===== src/rtl/core/chrcov_pkg.sv =====
// ---------------------------------------------------------------------------
// chrcov_pkg
// Shared widths, constants and controller/datapath interface types.
// ---------------------------------------------------------------------------
package chrcov_pkg;

  localparam int unsigned COUNT_W = 32;
  localparam int unsigned CHR_W   = 24;
  localparam int unsigned MOM_W   = 40;
  localparam int unsigned DVD_W   = 40;  // divider dividend / quotient
  localparam int unsigned DVS_W   = 32;  // divider divisor
  localparam int unsigned DCNT_W  = $clog2(DVD_W);

  localparam logic [7:0] THR_RESET = 8'd100;

  // division jobs, in issue order
  localparam logic [2:0] DIV_CHR_R = 3'd0;
  localparam logic [2:0] DIV_CHR_G = 3'd1;
  localparam logic [2:0] DIV_DLT_R = 3'd2;
  localparam logic [2:0] DIV_DLT_G = 3'd3;
  localparam logic [2:0] DIV_MOM_R = 3'd4;
  localparam logic [2:0] DIV_MOM_G = 3'd5;
  localparam logic [2:0] DIV_MOM_C = 3'd6;

  // moment selects
  localparam logic [1:0] MOM_R = 2'd0;
  localparam logic [1:0] MOM_G = 2'd1;
  localparam logic [1:0] MOM_C = 2'd2;

  // multiply phases
  localparam logic [1:0] PH_DXDY = 2'd0;
  localparam logic [1:0] PH_LO   = 2'd1;
  localparam logic [1:0] PH_HI   = 2'd2;
  localparam logic [1:0] PH_UPD  = 2'd3;

  typedef struct packed {
    logic       load;
    logic       clear;
    logic       div_start;
    logic       div_store;
    logic [2:0] div_sel;
    logic       mul_en;
    logic       upd;
    logic [1:0] mom_sel;
    logic [1:0] phase;
    logic       commit;
    logic       out_load;
    logic       out_acc;
    logic       out_full;
  } cmd_t;

  typedef struct packed {
    logic clr;
    logic qual;
    logic full;
    logic div_done;
  } sts_t;

endpackage


===== src/rtl/core/chromaticity_running_covariance_core.sv =====
// ---------------------------------------------------------------------------
// chromaticity_running_covariance_core
// Running r/g chromaticity mean and second moments of masked BGR pixels.
// ---------------------------------------------------------------------------
// Flow: a clear or rejected/dropped pixel passes from the decide state to
//   the result load; a sampled pixel first runs the divisions and moments.
// Throughput: one item at a time; a sampled pixel is set by seven passes
//   through the shared bit-serial divider (start, quotient bits, handoff)
//   plus the multiply/update phases. The next input transfer is taken while
//   a result still waits.
// Reset: asynchronous, active low; statistics zero, threshold 100.
// ---------------------------------------------------------------------------
module chromaticity_running_covariance_core (
  input  logic                                 clk_i,
  input  logic                                 rst_ni,
  // configuration
  input  logic                                 cfg_we_i,
  input  logic [7:0]                           cfg_wdata_i,
  // input channel
  input  logic                                 in_valid_i,
  output logic                                 in_ready_o,
  input  logic                                 func_i,
  input  logic [7:0]                           pixel_blue_i,
  input  logic [7:0]                           pixel_green_i,
  input  logic [7:0]                           pixel_red_i,
  input  logic [7:0]                           mask_blue_i,
  input  logic [7:0]                           mask_green_i,
  input  logic [7:0]                           mask_red_i,
  // result channel
  output logic                                 out_valid_o,
  input  logic                                 out_ready_i,
  output logic                                 accepted_o,
  output logic                                 count_full_o,
  output logic [chrcov_pkg::COUNT_W-1:0]       sample_count_o,
  output logic [chrcov_pkg::CHR_W-1:0]         mean_red_o,
  output logic [chrcov_pkg::CHR_W-1:0]         mean_green_o,
  output logic [chrcov_pkg::MOM_W-1:0]         moment_red_o,
  output logic [chrcov_pkg::MOM_W-1:0]         moment_green_o,
  output logic signed [chrcov_pkg::MOM_W-1:0]  moment_cross_o
);
  import chrcov_pkg::*;

  // Controller sequences the work; datapath holds all arithmetic and the statistics.
  cmd_t cmd;
  sts_t sts;

  chrcov_ctrl u_ctrl (
    .clk_i       (clk_i),
    .rst_ni      (rst_ni),
    .in_valid_i  (in_valid_i),
    .in_ready_o  (in_ready_o),
    .out_valid_o (out_valid_o),
    .out_ready_i (out_ready_i),
    .sts_i       (sts),
    .cmd_o       (cmd)
  );

  // The result register in the datapath is only reloaded once the previous
  // result transfer has happened, so a stalled consumer holds its payload.
  chrcov_dp u_dp (
    .clk_i          (clk_i),
    .rst_ni         (rst_ni),
    .cmd_i          (cmd),
    .sts_o          (sts),
    .cfg_we_i       (cfg_we_i),
    .cfg_wdata_i    (cfg_wdata_i),
    .func_i         (func_i),
    .pixel_blue_i   (pixel_blue_i),
    .pixel_green_i  (pixel_green_i),
    .pixel_red_i    (pixel_red_i),
    .mask_blue_i    (mask_blue_i),
    .mask_green_i   (mask_green_i),
    .mask_red_i     (mask_red_i),
    .accepted_o     (accepted_o),
    .count_full_o   (count_full_o),
    .sample_count_o (sample_count_o),
    .mean_red_o     (mean_red_o),
    .mean_green_o   (mean_green_o),
    .moment_red_o   (moment_red_o),
    .moment_green_o (moment_green_o),
    .moment_cross_o (moment_cross_o)
  );

endmodule


===== src/rtl/core/chrcov_div.sv =====
// ---------------------------------------------------------------------------
// chrcov_div
// Restoring unsigned divider, one quotient bit per cycle.
// ---------------------------------------------------------------------------
module chrcov_div (
  input  logic                          clk_i,
  input  logic                          rst_ni,
  input  logic                          start_i,
  input  logic [chrcov_pkg::DVD_W-1:0]  dividend_i,
  input  logic [chrcov_pkg::DVS_W-1:0]  divisor_i,
  output logic                          done_o,
  output logic [chrcov_pkg::DVD_W-1:0]  quotient_o
);
  import chrcov_pkg::*;

  logic              busy_q, done_q;
  logic [DCNT_W-1:0] cnt_q;
  logic [DVS_W-1:0]  rem_q, dvs_q;
  logic [DVD_W-1:0]  quo_q;
  logic [DVS_W:0]    rem_sh, diff;
  logic              ge;

  assign rem_sh = {rem_q, quo_q[DVD_W-1]};
  assign diff   = rem_sh - {1'b0, dvs_q};
  assign ge     = rem_sh >= {1'b0, dvs_q};

  always_ff @(posedge clk_i or negedge rst_ni) begin
    if (!rst_ni) begin
      busy_q <= 1'b0;
      done_q <= 1'b0;
      cnt_q  <= '0;
    end else begin
      done_q <= 1'b0;
      if (start_i) begin
        busy_q <= 1'b1;
        cnt_q  <= '0;
      end else if (busy_q) begin
        cnt_q <= cnt_q + 1'b1;
        if (cnt_q == DCNT_W'(DVD_W - 1)) begin
          busy_q <= 1'b0;
          done_q <= 1'b1;
        end
      end
    end
  end

  always_ff @(posedge clk_i) begin
    if (start_i) begin
      rem_q <= '0;
      quo_q <= dividend_i;
      dvs_q <= divisor_i;
    end else if (busy_q) begin
      rem_q <= ge ? diff[DVS_W-1:0] : rem_sh[DVS_W-1:0];
      quo_q <= {quo_q[DVD_W-2:0], ge};
    end
  end

  assign done_o     = done_q;
  assign quotient_o = quo_q;

endmodule


===== src/rtl/core/chrcov_dp.sv =====
// ---------------------------------------------------------------------------
// chrcov_dp
// Datapath: statistics registers, shared divider, shared multiplier, result
// register.
// ---------------------------------------------------------------------------
module chrcov_dp (
  input  logic                           clk_i,
  input  logic                           rst_ni,
  input  chrcov_pkg::cmd_t               cmd_i,
  output chrcov_pkg::sts_t               sts_o,
  input  logic                           cfg_we_i,
  input  logic [7:0]                     cfg_wdata_i,
  input  logic                           func_i,
  input  logic [7:0]                     pixel_blue_i,
  input  logic [7:0]                     pixel_green_i,
  input  logic [7:0]                     pixel_red_i,
  input  logic [7:0]                     mask_blue_i,
  input  logic [7:0]                     mask_green_i,
  input  logic [7:0]                     mask_red_i,
  output logic                           accepted_o,
  output logic                           count_full_o,
  output logic [chrcov_pkg::COUNT_W-1:0] sample_count_o,
  output logic [chrcov_pkg::CHR_W-1:0]   mean_red_o,
  output logic [chrcov_pkg::CHR_W-1:0]   mean_green_o,
  output logic [chrcov_pkg::MOM_W-1:0]   moment_red_o,
  output logic [chrcov_pkg::MOM_W-1:0]   moment_green_o,
  output logic signed [chrcov_pkg::MOM_W-1:0] moment_cross_o
);
  import chrcov_pkg::*;

  localparam int unsigned PRD_W = 2 * CHR_W;         // dx*dy
  localparam int unsigned MUL_W = CHR_W + COUNT_W;   // shared multiplier
  localparam int unsigned ACC_W = PRD_W + 2;         // exact term*(n-1) fits
  localparam int unsigned TRM_W = ACC_W - 8;
  localparam int unsigned UPD_W = MOM_W + 4;

  localparam logic signed [UPD_W-1:0] VAR_MAX = UPD_W'({MOM_W{1'b1}});
  localparam logic signed [UPD_W-1:0] COV_MAX = UPD_W'({1'b0, {(MOM_W-1){1'b1}}});
  localparam logic signed [UPD_W-1:0] COV_MIN = -UPD_W'({1'b1, {(MOM_W-1){1'b0}}});

  // captured item
  logic       func_q;
  logic [7:0] pb_q, pg_q, pr_q, mb_q, mg_q, mr_q, thr_q;

  // statistics
  logic [COUNT_W-1:0]      count_q;
  logic [CHR_W-1:0]        mean_r_q, mean_g_q;
  logic [MOM_W-1:0]        mom_r_q, mom_g_q;
  logic signed [MOM_W-1:0] mom_c_q;

  // intermediates
  logic [CHR_W-1:0] r_q, g_q, dr_q, dg_q;
  logic             dr_neg_q, dg_neg_q;
  logic [MOM_W-1:0] qr_q, qg_q, qc_q;
  logic [PRD_W-1:0] p_q;
  logic [MUL_W-1:0] lo_q, hi_q;

  logic [9:0]       sum;
  logic signed [CHR_W:0] diff_r, diff_g;
  logic [CHR_W-1:0] mag_r, mag_g;
  logic [MOM_W-1:0] mag_c;
  logic [DVD_W-1:0] dvd, quo;
  logic [DVS_W-1:0] dvs;
  logic [CHR_W-1:0] quo_sat;
  logic             div_done;

  assign sum    = 10'(pr_q) + 10'(pg_q) + 10'(pb_q);
  assign diff_r = $signed({1'b0, r_q}) - $signed({1'b0, mean_r_q});
  assign diff_g = $signed({1'b0, g_q}) - $signed({1'b0, mean_g_q});
  assign mag_r  = diff_r[CHR_W] ? CHR_W'(-diff_r) : diff_r[CHR_W-1:0];
  assign mag_g  = diff_g[CHR_W] ? CHR_W'(-diff_g) : diff_g[CHR_W-1:0];
  assign mag_c  = mom_c_q[MOM_W-1] ? MOM_W'(-mom_c_q) : MOM_W'(mom_c_q);

  always_comb begin
    dvd = '0;
    dvs = DVS_W'(count_q) + 1'b1;
    case (cmd_i.div_sel)
      DIV_CHR_R: begin
        dvd = DVD_W'({pr_q, {CHR_W{1'b0}}});
        dvs = DVS_W'(sum);
      end
      DIV_CHR_G: begin
        dvd = DVD_W'({pg_q, {CHR_W{1'b0}}});
        dvs = DVS_W'(sum);
      end
      DIV_DLT_R: dvd = DVD_W'(mag_r);
      DIV_DLT_G: dvd = DVD_W'(mag_g);
      DIV_MOM_R: dvd = DVD_W'(mom_r_q);
      DIV_MOM_G: dvd = DVD_W'(mom_g_q);
      DIV_MOM_C: dvd = DVD_W'(mag_c);
      default:   dvd = '0;
    endcase
  end

  chrcov_div u_div (
    .clk_i      (clk_i),
    .rst_ni     (rst_ni),
    .start_i    (cmd_i.div_start),
    .dividend_i (dvd),
    .divisor_i  (dvs),
    .done_o     (div_done),
    .quotient_o (quo)
  );

  // r = 1.0 saturates to all ones
  assign quo_sat = (quo[DVD_W-1:CHR_W] != '0) ? {CHR_W{1'b1}} : quo[CHR_W-1:0];

  // shared multiplier
  logic [CHR_W-1:0]   mul_a, mdx, mdy;
  logic [COUNT_W-1:0] mul_b;
  logic [MUL_W-1:0]   mul_p;

  always_comb begin
    mdx = dr_q;
    mdy = dr_q;
    case (cmd_i.mom_sel)
      MOM_R:   begin mdx = dr_q; mdy = dr_q; end
      MOM_G:   begin mdx = dg_q; mdy = dg_q; end
      MOM_C:   begin mdx = dr_q; mdy = dg_q; end
      default: begin mdx = dr_q; mdy = dr_q; end
    endcase
    case (cmd_i.phase)
      PH_DXDY: begin mul_a = mdx;                  mul_b = COUNT_W'(mdy); end
      PH_LO:   begin mul_a = p_q[CHR_W-1:0];       mul_b = count_q;       end
      PH_HI:   begin mul_a = p_q[PRD_W-1:CHR_W];   mul_b = count_q;       end
      default: begin mul_a = '0;                   mul_b = '0;            end
    endcase
  end

  assign mul_p = MUL_W'(mul_a) * MUL_W'(mul_b);

  // moment update: m + trunc0(dx*dy*(n-1)/256) - trunc0(m/n), clamped
  logic [ACC_W-1:0]        acc;
  logic [TRM_W-1:0]        trm_mag;
  logic                    trm_neg, m_neg;
  logic signed [UPD_W-1:0] m_old, trm_s, q_s, m_new, m_clip;
  logic [MOM_W-1:0]        q_mag;

  assign acc     = lo_q[ACC_W-1:0] + {hi_q[ACC_W-CHR_W-1:0], {CHR_W{1'b0}}};
  assign trm_mag = acc[ACC_W-1:8];

  always_comb begin
    trm_neg = 1'b0;
    m_neg   = 1'b0;
    m_old   = UPD_W'(mom_r_q);
    q_mag   = qr_q;
    case (cmd_i.mom_sel)
      MOM_R: begin m_old = UPD_W'(mom_r_q); q_mag = qr_q; end
      MOM_G: begin m_old = UPD_W'(mom_g_q); q_mag = qg_q; end
      MOM_C: begin
        m_old   = UPD_W'(mom_c_q);
        q_mag   = qc_q;
        m_neg   = mom_c_q[MOM_W-1];
        trm_neg = dr_neg_q ^ dg_neg_q;
      end
      default: begin m_old = UPD_W'(mom_r_q); q_mag = qr_q; end
    endcase
    trm_s = trm_neg ? -$signed(UPD_W'(trm_mag)) : $signed(UPD_W'(trm_mag));
    q_s   = m_neg ? -$signed(UPD_W'(q_mag)) : $signed(UPD_W'(q_mag));
    m_new = m_old + trm_s - q_s;
    if (cmd_i.mom_sel == MOM_C) begin
      m_clip = (m_new > COV_MAX) ? COV_MAX : ((m_new < COV_MIN) ? COV_MIN : m_new);
    end else begin
      m_clip = (m_new > VAR_MAX) ? VAR_MAX : ((m_new < 0) ? '0 : m_new);
    end
  end

  // mean update with clamp to [0, 1)
  logic signed [CHR_W+1:0] mr_new, mg_new;
  logic [CHR_W-1:0]        mr_clip, mg_clip;

  assign mr_new = dr_neg_q ? $signed({2'b0, mean_r_q}) - $signed({2'b0, dr_q})
                           : $signed({2'b0, mean_r_q}) + $signed({2'b0, dr_q});
  assign mg_new = dg_neg_q ? $signed({2'b0, mean_g_q}) - $signed({2'b0, dg_q})
                           : $signed({2'b0, mean_g_q}) + $signed({2'b0, dg_q});
  assign mr_clip = mr_new[CHR_W+1] ? '0 : (mr_new[CHR_W] ? {CHR_W{1'b1}} : mr_new[CHR_W-1:0]);
  assign mg_clip = mg_new[CHR_W+1] ? '0 : (mg_new[CHR_W] ? {CHR_W{1'b1}} : mg_new[CHR_W-1:0]);

  // status
  assign sts_o.clr      = func_q;
  assign sts_o.qual     = !func_q && (mb_q > thr_q) && (mg_q > thr_q) && (mr_q > thr_q)
                          && (sum != '0);
  assign sts_o.full     = (count_q == {COUNT_W{1'b1}});
  assign sts_o.div_done = div_done;

  // control-visible state
  always_ff @(posedge clk_i or negedge rst_ni) begin
    if (!rst_ni) begin
      thr_q    <= THR_RESET;
      count_q  <= '0;
      mean_r_q <= '0;
      mean_g_q <= '0;
      mom_r_q  <= '0;
      mom_g_q  <= '0;
      mom_c_q  <= '0;
    end else begin
      if (cfg_we_i) thr_q <= cfg_wdata_i;
      if (cmd_i.clear) begin
        count_q  <= '0;
        mean_r_q <= '0;
        mean_g_q <= '0;
        mom_r_q  <= '0;
        mom_g_q  <= '0;
        mom_c_q  <= '0;
      end else begin
        if (cmd_i.upd) begin
          case (cmd_i.mom_sel)
            MOM_R:   mom_r_q <= m_clip[MOM_W-1:0];
            MOM_G:   mom_g_q <= m_clip[MOM_W-1:0];
            MOM_C:   mom_c_q <= m_clip[MOM_W-1:0];
            default: ;
          endcase
        end
        if (cmd_i.commit) begin
          count_q  <= count_q + 1'b1;
          mean_r_q <= mr_clip;
          mean_g_q <= mg_clip;
        end
      end
    end
  end

  // payload registers
  always_ff @(posedge clk_i) begin
    if (cmd_i.load) begin
      func_q <= func_i;
      pb_q   <= pixel_blue_i;
      pg_q   <= pixel_green_i;
      pr_q   <= pixel_red_i;
      mb_q   <= mask_blue_i;
      mg_q   <= mask_green_i;
      mr_q   <= mask_red_i;
    end
    if (cmd_i.div_store) begin
      case (cmd_i.div_sel)
        DIV_CHR_R: r_q <= quo_sat;
        DIV_CHR_G: g_q <= quo_sat;
        DIV_DLT_R: begin dr_q <= quo[CHR_W-1:0]; dr_neg_q <= diff_r[CHR_W]; end
        DIV_DLT_G: begin dg_q <= quo[CHR_W-1:0]; dg_neg_q <= diff_g[CHR_W]; end
        DIV_MOM_R: qr_q <= quo[MOM_W-1:0];
        DIV_MOM_G: qg_q <= quo[MOM_W-1:0];
        DIV_MOM_C: qc_q <= quo[MOM_W-1:0];
        default: ;
      endcase
    end
    if (cmd_i.mul_en) begin
      case (cmd_i.phase)
        PH_DXDY: p_q  <= mul_p[PRD_W-1:0];
        PH_LO:   lo_q <= mul_p;
        PH_HI:   hi_q <= mul_p;
        default: ;
      endcase
    end
    if (cmd_i.out_load) begin
      accepted_o     <= cmd_i.out_acc;
      count_full_o   <= cmd_i.out_full;
      sample_count_o <= count_q;
      mean_red_o     <= mean_r_q;
      mean_green_o   <= mean_g_q;
      moment_red_o   <= mom_r_q;
      moment_green_o <= mom_g_q;
      moment_cross_o <= mom_c_q;
    end
  end

endmodule


===== src/rtl/core/chrcov_ctrl.sv =====
// ---------------------------------------------------------------------------
// chrcov_ctrl
// Sequencer: issues the seven divisions, the per-moment multiply passes,
// the commit and the result handoff.
// ---------------------------------------------------------------------------
module chrcov_ctrl (
  input  logic             clk_i,
  input  logic             rst_ni,
  input  logic             in_valid_i,
  output logic             in_ready_o,
  output logic             out_valid_o,
  input  logic             out_ready_i,
  input  chrcov_pkg::sts_t sts_i,
  output chrcov_pkg::cmd_t cmd_o
);
  import chrcov_pkg::*;

  typedef enum logic [6:0] {
    S_IDLE   = 7'b0000001,
    S_DECIDE = 7'b0000010,
    S_DIVGO  = 7'b0000100,
    S_DIV    = 7'b0001000,
    S_MUL    = 7'b0010000,
    S_COMMIT = 7'b0100000,
    S_OUT    = 7'b1000000
  } state_e;

  state_e     state_q, state_d;
  logic [2:0] dsel_q, dsel_d;
  logic [1:0] msel_q, msel_d, ph_q, ph_d;
  logic       acc_q, acc_d, full_q, full_d, ov_q, ov_d;

  assign in_ready_o  = (state_q == S_IDLE);
  assign out_valid_o = ov_q;

  always_comb begin
    state_d = state_q;
    dsel_d  = dsel_q;
    msel_d  = msel_q;
    ph_d    = ph_q;
    acc_d   = acc_q;
    full_d  = full_q;
    ov_d    = ov_q && !out_ready_i;
    cmd_o          = '0;
    cmd_o.div_sel  = dsel_q;
    cmd_o.mom_sel  = msel_q;
    cmd_o.phase    = ph_q;
    cmd_o.out_acc  = acc_q;
    cmd_o.out_full = full_q;
    case (state_q)
      S_IDLE: begin
        if (in_valid_i) begin
          cmd_o.load = 1'b1;
          state_d    = S_DECIDE;
        end
      end
      S_DECIDE: begin
        acc_d  = 1'b0;
        full_d = 1'b0;
        dsel_d = DIV_CHR_R;
        if (sts_i.clr) begin
          cmd_o.clear = 1'b1;
          state_d     = S_OUT;
        end else if (!sts_i.qual) begin
          state_d = S_OUT;
        end else if (sts_i.full) begin
          full_d  = 1'b1;
          state_d = S_OUT;
        end else begin
          state_d = S_DIVGO;
        end
      end
      S_DIVGO: begin
        cmd_o.div_start = 1'b1;
        state_d         = S_DIV;
      end
      S_DIV: begin
        if (sts_i.div_done) begin
          cmd_o.div_store = 1'b1;
          if (dsel_q == DIV_MOM_C) begin
            msel_d  = MOM_R;
            ph_d    = PH_DXDY;
            state_d = S_MUL;
          end else begin
            dsel_d  = dsel_q + 1'b1;
            state_d = S_DIVGO;
          end
        end
      end
      S_MUL: begin
        if (ph_q == PH_UPD) begin
          cmd_o.upd = 1'b1;
          ph_d      = PH_DXDY;
          if (msel_q == MOM_C) begin
            state_d = S_COMMIT;
          end else begin
            msel_d = msel_q + 1'b1;
          end
        end else begin
          cmd_o.mul_en = 1'b1;
          ph_d         = ph_q + 1'b1;
        end
      end
      S_COMMIT: begin
        cmd_o.commit = 1'b1;
        acc_d        = 1'b1;
        state_d      = S_OUT;
      end
      S_OUT: begin
        if (!ov_q || out_ready_i) begin
          cmd_o.out_load = 1'b1;
          ov_d           = 1'b1;
          state_d        = S_IDLE;
        end
      end
      default: state_d = S_IDLE;
    endcase
  end

  always_ff @(posedge clk_i or negedge rst_ni) begin
    if (!rst_ni) begin
      state_q <= S_IDLE;
      dsel_q  <= '0;
      msel_q  <= '0;
      ph_q    <= '0;
      acc_q   <= 1'b0;
      full_q  <= 1'b0;
      ov_q    <= 1'b0;
    end else begin
      state_q <= state_d;
      dsel_q  <= dsel_d;
      msel_q  <= msel_d;
      ph_q    <= ph_d;
      acc_q   <= acc_d;
      full_q  <= full_d;
      ov_q    <= ov_d;
    end
  end

endmodule


===== config.mk =====
export PLATFORM = sky130hd
export DESIGN_NAME = chromaticity_running_covariance_core
export DESIGN_NICKNAME = d
export VERILOG_FILES = /design/src/rtl/core/chrcov_pkg.sv /design/src/rtl/core/chromaticity_running_covariance_core.sv /design/src/rtl/core/chrcov_div.sv /design/src/rtl/core/chrcov_dp.sv /design/src/rtl/core/chrcov_ctrl.sv
export SDC_FILE = /design/constraint.sdc
export NUM_CORES = 2
export LEC_CHECK = 0
export BUFFER_PORTS_ARGS = -buffer_cell sky130_fd_sc_hd__buf_2
export CAP_MARGIN = 20
export CORE_AREA = 10 10 415 316
export DETAILED_ROUTE_END_ITERATION = 8
export DIE_AREA = 0 0 425 326
export MAX_ROUTING_LAYER = met4
export PLACE_DENSITY = 0.81
export SYNTH_ARGS = -nofsm -noshare
export SYNTH_HDL_FRONTEND = slang
export SYNTH_SLANG_ARGS = --single-unit

===== constraint.sdc =====
create_clock -name clk_i -period 14.4 [get_ports clk_i]
set_input_delay 0.72 -clock clk_i [delete_from_list [all_inputs] [get_ports clk_i]]
set_output_delay 0.72 -clock clk_i [all_outputs]
set_load 0.01 [all_outputs]

==> summary by stage <==
Power and ir drop
The areal power density over the cells is 78.7 mW/mm^2. The leakage power of the design is between 30 and 40 nW. IR analysis of the VDD net gives a maximum drop of approximately 110 uV. The design draws roughly 6.6 mW.

GRT
In the global route stage, met1 resource usage came out at about half. The first global-routing pass estimated 385000 microns of wire. After global routing the overflow that remains totals 0.

The global-route track usage on met2 is around half. In the global route stage, met3 resource usage came out at ~15%. The total routing resource utilization after global routing is 37.3%. The layer flagged by global routing as most heavily used is met1. Entering global routing, the biggest net connects 108 pins. The via count of the first global-routing pass came to between 60k and 70k. The number of antenna violations at the first check in global routing is 8.

Run status
The checks that failed: design-rule violations, negative hold slack. The flow ran to the end, but the final reports show violations.

Finish
The number of fill cells in the layout is roughly 9.4k. The area used by sequential logic in the layout is between 0.02 and 0.03 sq mm. The layout-stage area growth over the synthesis result is 8.17%. The number of nets in the finished design is about 9.2k. In the final layout, the multi-input gates occupy 0.0458 sq mm. The post-route netlist has under 10% of its cells at a drive strength greater than 1.

Hold path
The min-delay analysis places its worst path in the category in -> async.

Yosys
The primary flip-flop cell chosen by synthesis mapping is sky130_fd_sc_hd__edfxtp_1. Synthesis inferred approximately 920 register bits. After synthesis, the netlist uses 96 different library cells. The total standard cell area after synthesis is slightly below 0.08 sq mm. The number of nets produced by synthesis is ~9k. The number of synthesized flops with an enable pin is ~660.

The synthesized netlist cell count is 7885. The async set or reset register ratio after synthesis is between 20 and 30%. In this run the mean area of a mapped cell was approximately 9.8 sq um. Summing the sequential cell areas from Yosys gives between 30% and 40% of the chip area. The number of synthesis warnings is 0.

Setup path
The largest single stage delay on the critical path is roughly 0.71 ns. The worst path required time is around 15 ns. The capture point of the worst reg-to-reg path is u_dp.p_q[47].

In this run the worst path has a maximum fanout of a little under 70. STA classifies the critical path endpoint as a flip-flop. The worst register-to-register path has a setup slack of 3.58 ns. For this design, the slowest cell found on the critical path is sky130_fd_sc_hd__nor2_2. The startpoint of the worst register-to-register path is u_ctrl.ph_q[0]. For the worst setup path, the data arrival time is around 11 ns.

The most common cell type on the critical path is sky130_fd_sc_hd__fa_1. The critical path is of the reg -> reg type. The worst register-to-register path has a depth of 31. STA classifies the critical path startpoint as a flip-flop.

Floorplan
The initial core utilization is about 62%. The core area is roughly 0.12 sq mm. In this run the horizontal extent of the chip is ~430 microns. The site row count is about 110. The die footprint is 0.139 sq mm. In this run the vertical extent of the chip is around 330 microns. The top-level port count is approximately 270.

Timing
The number of setup violations in the final report is 0. The max-slew headroom at the worst pin is roughly a tenth. The final hold violation count was 6. The total count of max-transition violations in the final report is 0. For the finished layout, the period the worst path requires is around 11 ns.

Dividing the final minimum period by the clock period gives around three quarters. The tightest hold path in the finished design has a slack of -0.0132 ns. The post-route clock skew is between 0.04 and 0.05 ns. Static timing analysis puts the maximum clock frequency at 92.4 MHz. Setup repair after global routing left no endpoint under its margin.

The final-layout setup total negative slack is 0 ns. The measured slew at the worst slew-check pin is ~1.3 ns.

Job
The number of max-cap violations is 0.

Detailed routing
The number of iterations in the first detailed-routing pass is 9. The total length of routed wires is 257000 microns. After detailed routing, the number of vias per cell comes to between 6 and 7. After detailed routing, the average wire length per cell comes to around 26 microns. The post-route DRC violation count is 1. The number of nets still failing antenna checks after routing is 0. The first routing iteration left slightly below 10k violations. Detailed routing inserted a total of between 60k and 70k vias.

Place
The count of input and output buffers is 265. Routability-driven placement finished with a final weighted congestion of around 1.0. Once detailed placement completed, the half-perimeter wirelength came to 196000 microns.

CTS
The clock slew at the register clock pins of the worst setup and hold paths is approximately 0.07 ns. The total number of clock tree sinks is around 900. The number of buffers created by CTS is 93.

Clock latency on the worst-skew pair, taken at its later pin, is between 0.7 and 0.8 ns. Counting along the longest clock path gives a buffer depth of 3. TritonCTS built the clock tree. The root buffer selected by CTS is sky130_fd_sc_hd__clkbuf_16.

The count of cells resized by post-cts repair is 0. The level count of the clock H-tree is 3. The number of setup buffers added after CTS is 0.

Hold repair after CTS inserted 0 buffers.
==> cells in the mapped netlist (all sizes together), types with 65 or more instances <==
cell type / instances / area (sq um)
nand2: 1036 / 3890
o21ai: 446 / 2240
o211ai: 65 / 493
nor2: 504 / 1890
dfrtp: 229 / 5730
a21oi: 384 / 1920
fa: 698 / 14000
nor3: 104 / 526
a21o: 168 / 1260
mux2i: 66 / 661
inv: 964 / 3620
xnor2: 279 / 2440
xor2: 132 / 1160
clkbuf: 342 / 1280
ha: 451 / 5640
nor2b: 70 / 438
a22oi: 86 / 659
edfxtp: 657 / 19700
nand3: 92 / 470
a22o: 92 / 806
==> how the worst max path moves through the flow <==
stage | slack [ns] | start | depth (start not counted) | to
after CTS | 3.87 | u_ctrl.ph_q[0] | 31 | u_dp.p_q[47]
after global routing | 3.18 | u_ctrl.ph_q[0] | 31 | u_dp.p_q[47]
final | 3.58 | u_ctrl.ph_q[0] | 31 | u_dp.p_q[47]
after detailed placement | 3.93 | u_ctrl.ph_q[0] | 31 | u_dp.lo_q[47]
after global placement | 4.14 | u_ctrl.ph_q[0] | 32 | u_dp.lo_q[47]
after floorplan | 3.89 | out_ready_i | 2 | u_dp.accepted_o
==> power breakdown <==
part	internal, mW	switching, mW	total, mW
clock network	1.45	1.13	2.58
logic	0.325	0.493	0.818
registers	3.03	0.135	3.16
==> cell usage in the layout (no fill, tap or decap), types with 44 or more instances in the layout <==
| cell type | instances |
|---|---|
| sky130_fd_sc_hd__a211oi_1 | 55 |
| sky130_fd_sc_hd__a21o_1 | 168 |
| sky130_fd_sc_hd__a21oi_1 | 380 |
| sky130_fd_sc_hd__a221o_1 | 44 |
| sky130_fd_sc_hd__a222oi_1 | 54 |
| sky130_fd_sc_hd__a22o_1 | 92 |
| sky130_fd_sc_hd__a22oi_1 | 85 |
| sky130_fd_sc_hd__and3_1 | 60 |
| sky130_fd_sc_hd__buf_2 | 264 |
| sky130_fd_sc_hd__buf_4 | 120 |
| sky130_fd_sc_hd__clkbuf_16 | 95 |
| sky130_fd_sc_hd__dfrtp_1 | 228 |
| sky130_fd_sc_hd__edfxtp_1 | 657 |
| sky130_fd_sc_hd__fa_1 | 698 |
| sky130_fd_sc_hd__ha_1 | 446 |
| sky130_fd_sc_hd__inv_1 | 963 |
| sky130_fd_sc_hd__mux2i_1 | 66 |
| sky130_fd_sc_hd__nand2_1 | 1036 |
| sky130_fd_sc_hd__nand2b_1 | 45 |
| sky130_fd_sc_hd__nand3_1 | 89 |
| sky130_fd_sc_hd__nand4_1 | 44 |
| sky130_fd_sc_hd__nor2_1 | 481 |
| sky130_fd_sc_hd__nor2b_1 | 69 |
| sky130_fd_sc_hd__nor3_1 | 103 |
| sky130_fd_sc_hd__o211ai_1 | 64 |
| sky130_fd_sc_hd__o21a_1 | 48 |
| sky130_fd_sc_hd__o21ai_0 | 432 |
| sky130_fd_sc_hd__o21bai_1 | 44 |
| sky130_fd_sc_hd__or2_2 | 46 |
| sky130_fd_sc_hd__xnor2_1 | 279 |
| sky130_fd_sc_hd__xor2_1 | 132 |
==> through the flow <==
step / hold slack, ns / utilization (%) / instance area [sq um] / worst slack, ns / instances
floorplan: 0.420 / - / 77000 / 3.89 / 7885
global placement: 0.438 / 64.8 / 80000 / 4.14 / 9520
detailed placement: 0.439 / 64.9 / 80000 / 3.93 / 9521
CTS: 0.0931 / 67.4 / 83200 / 3.87 / 9697
global route: 0.0609 / 67.6 / 83300 / 3.18 / 9711
finish: -0.0132 / 67.6 / 83300 / 3.58 / 9714
==> cell type report <==
type / count / share of cell area, %
clock buffers: 116 / 2.98
flip-flops and latches: 922 / 31.5
clock inverters: 60 / 0.829
diodes: 9 / 0.0270
inverters: 965 / 4.35
repair buffers: 393 / 2.86
multi-input cells: 5596 / 55.0
well taps: 1653 / 2.48
==> state kept, by name, indices dropped and copies added, names as in the netlist, 26 cells and up <==
register,count
u_dp.count_q,32
u_dp.hi_q,26
u_dp.lo_q,42
u_dp.mom_c_q,40
u_dp.mom_g_q,40
u_dp.mom_r_q,40
u_dp.moment_cross_o,40
u_dp.moment_green_o,40
u_dp.moment_red_o,40
u_dp.p_q,48
u_dp.qc_q,40
u_dp.qg_q,40
u_dp.qr_q,40
u_dp.sample_count_o,32
u_dp.u_div.dvs_q,32
u_dp.u_div.quotient_o,40
u_dp.u_div.rem_q,32
==> critical path, delay by kind of cell (launching register included) <==
family	cells	cell delay [ns]
and+or+nand+nor	4	1.55
adders and majority gates	9	4.16
buffers and inverters	7	1.57
DFF	1	0.41
xor gates and xnor gates	1	0.09
AOI/OAI and AO/OA	10	2.70
==> cells by family after synthesis <==
logic type | share of synthesized area (%)
AOI/OAI and AO/OA | 15.1
xor gates and xnor gates | 4.67
adders and majority gates | 25.5
buffers and inverters | 6.71
DFF | 34.0
muxes | 1.19
and+or+nand+nor | 12.9
==> per-layer routing <==
layer,vias up,part of all wire [%]
li1,27156,-
met1,31075,39
met2,4544,41
met3,744,16
met4,0,4.6
met5,-,0
Power figures use the tool's default switching activity.
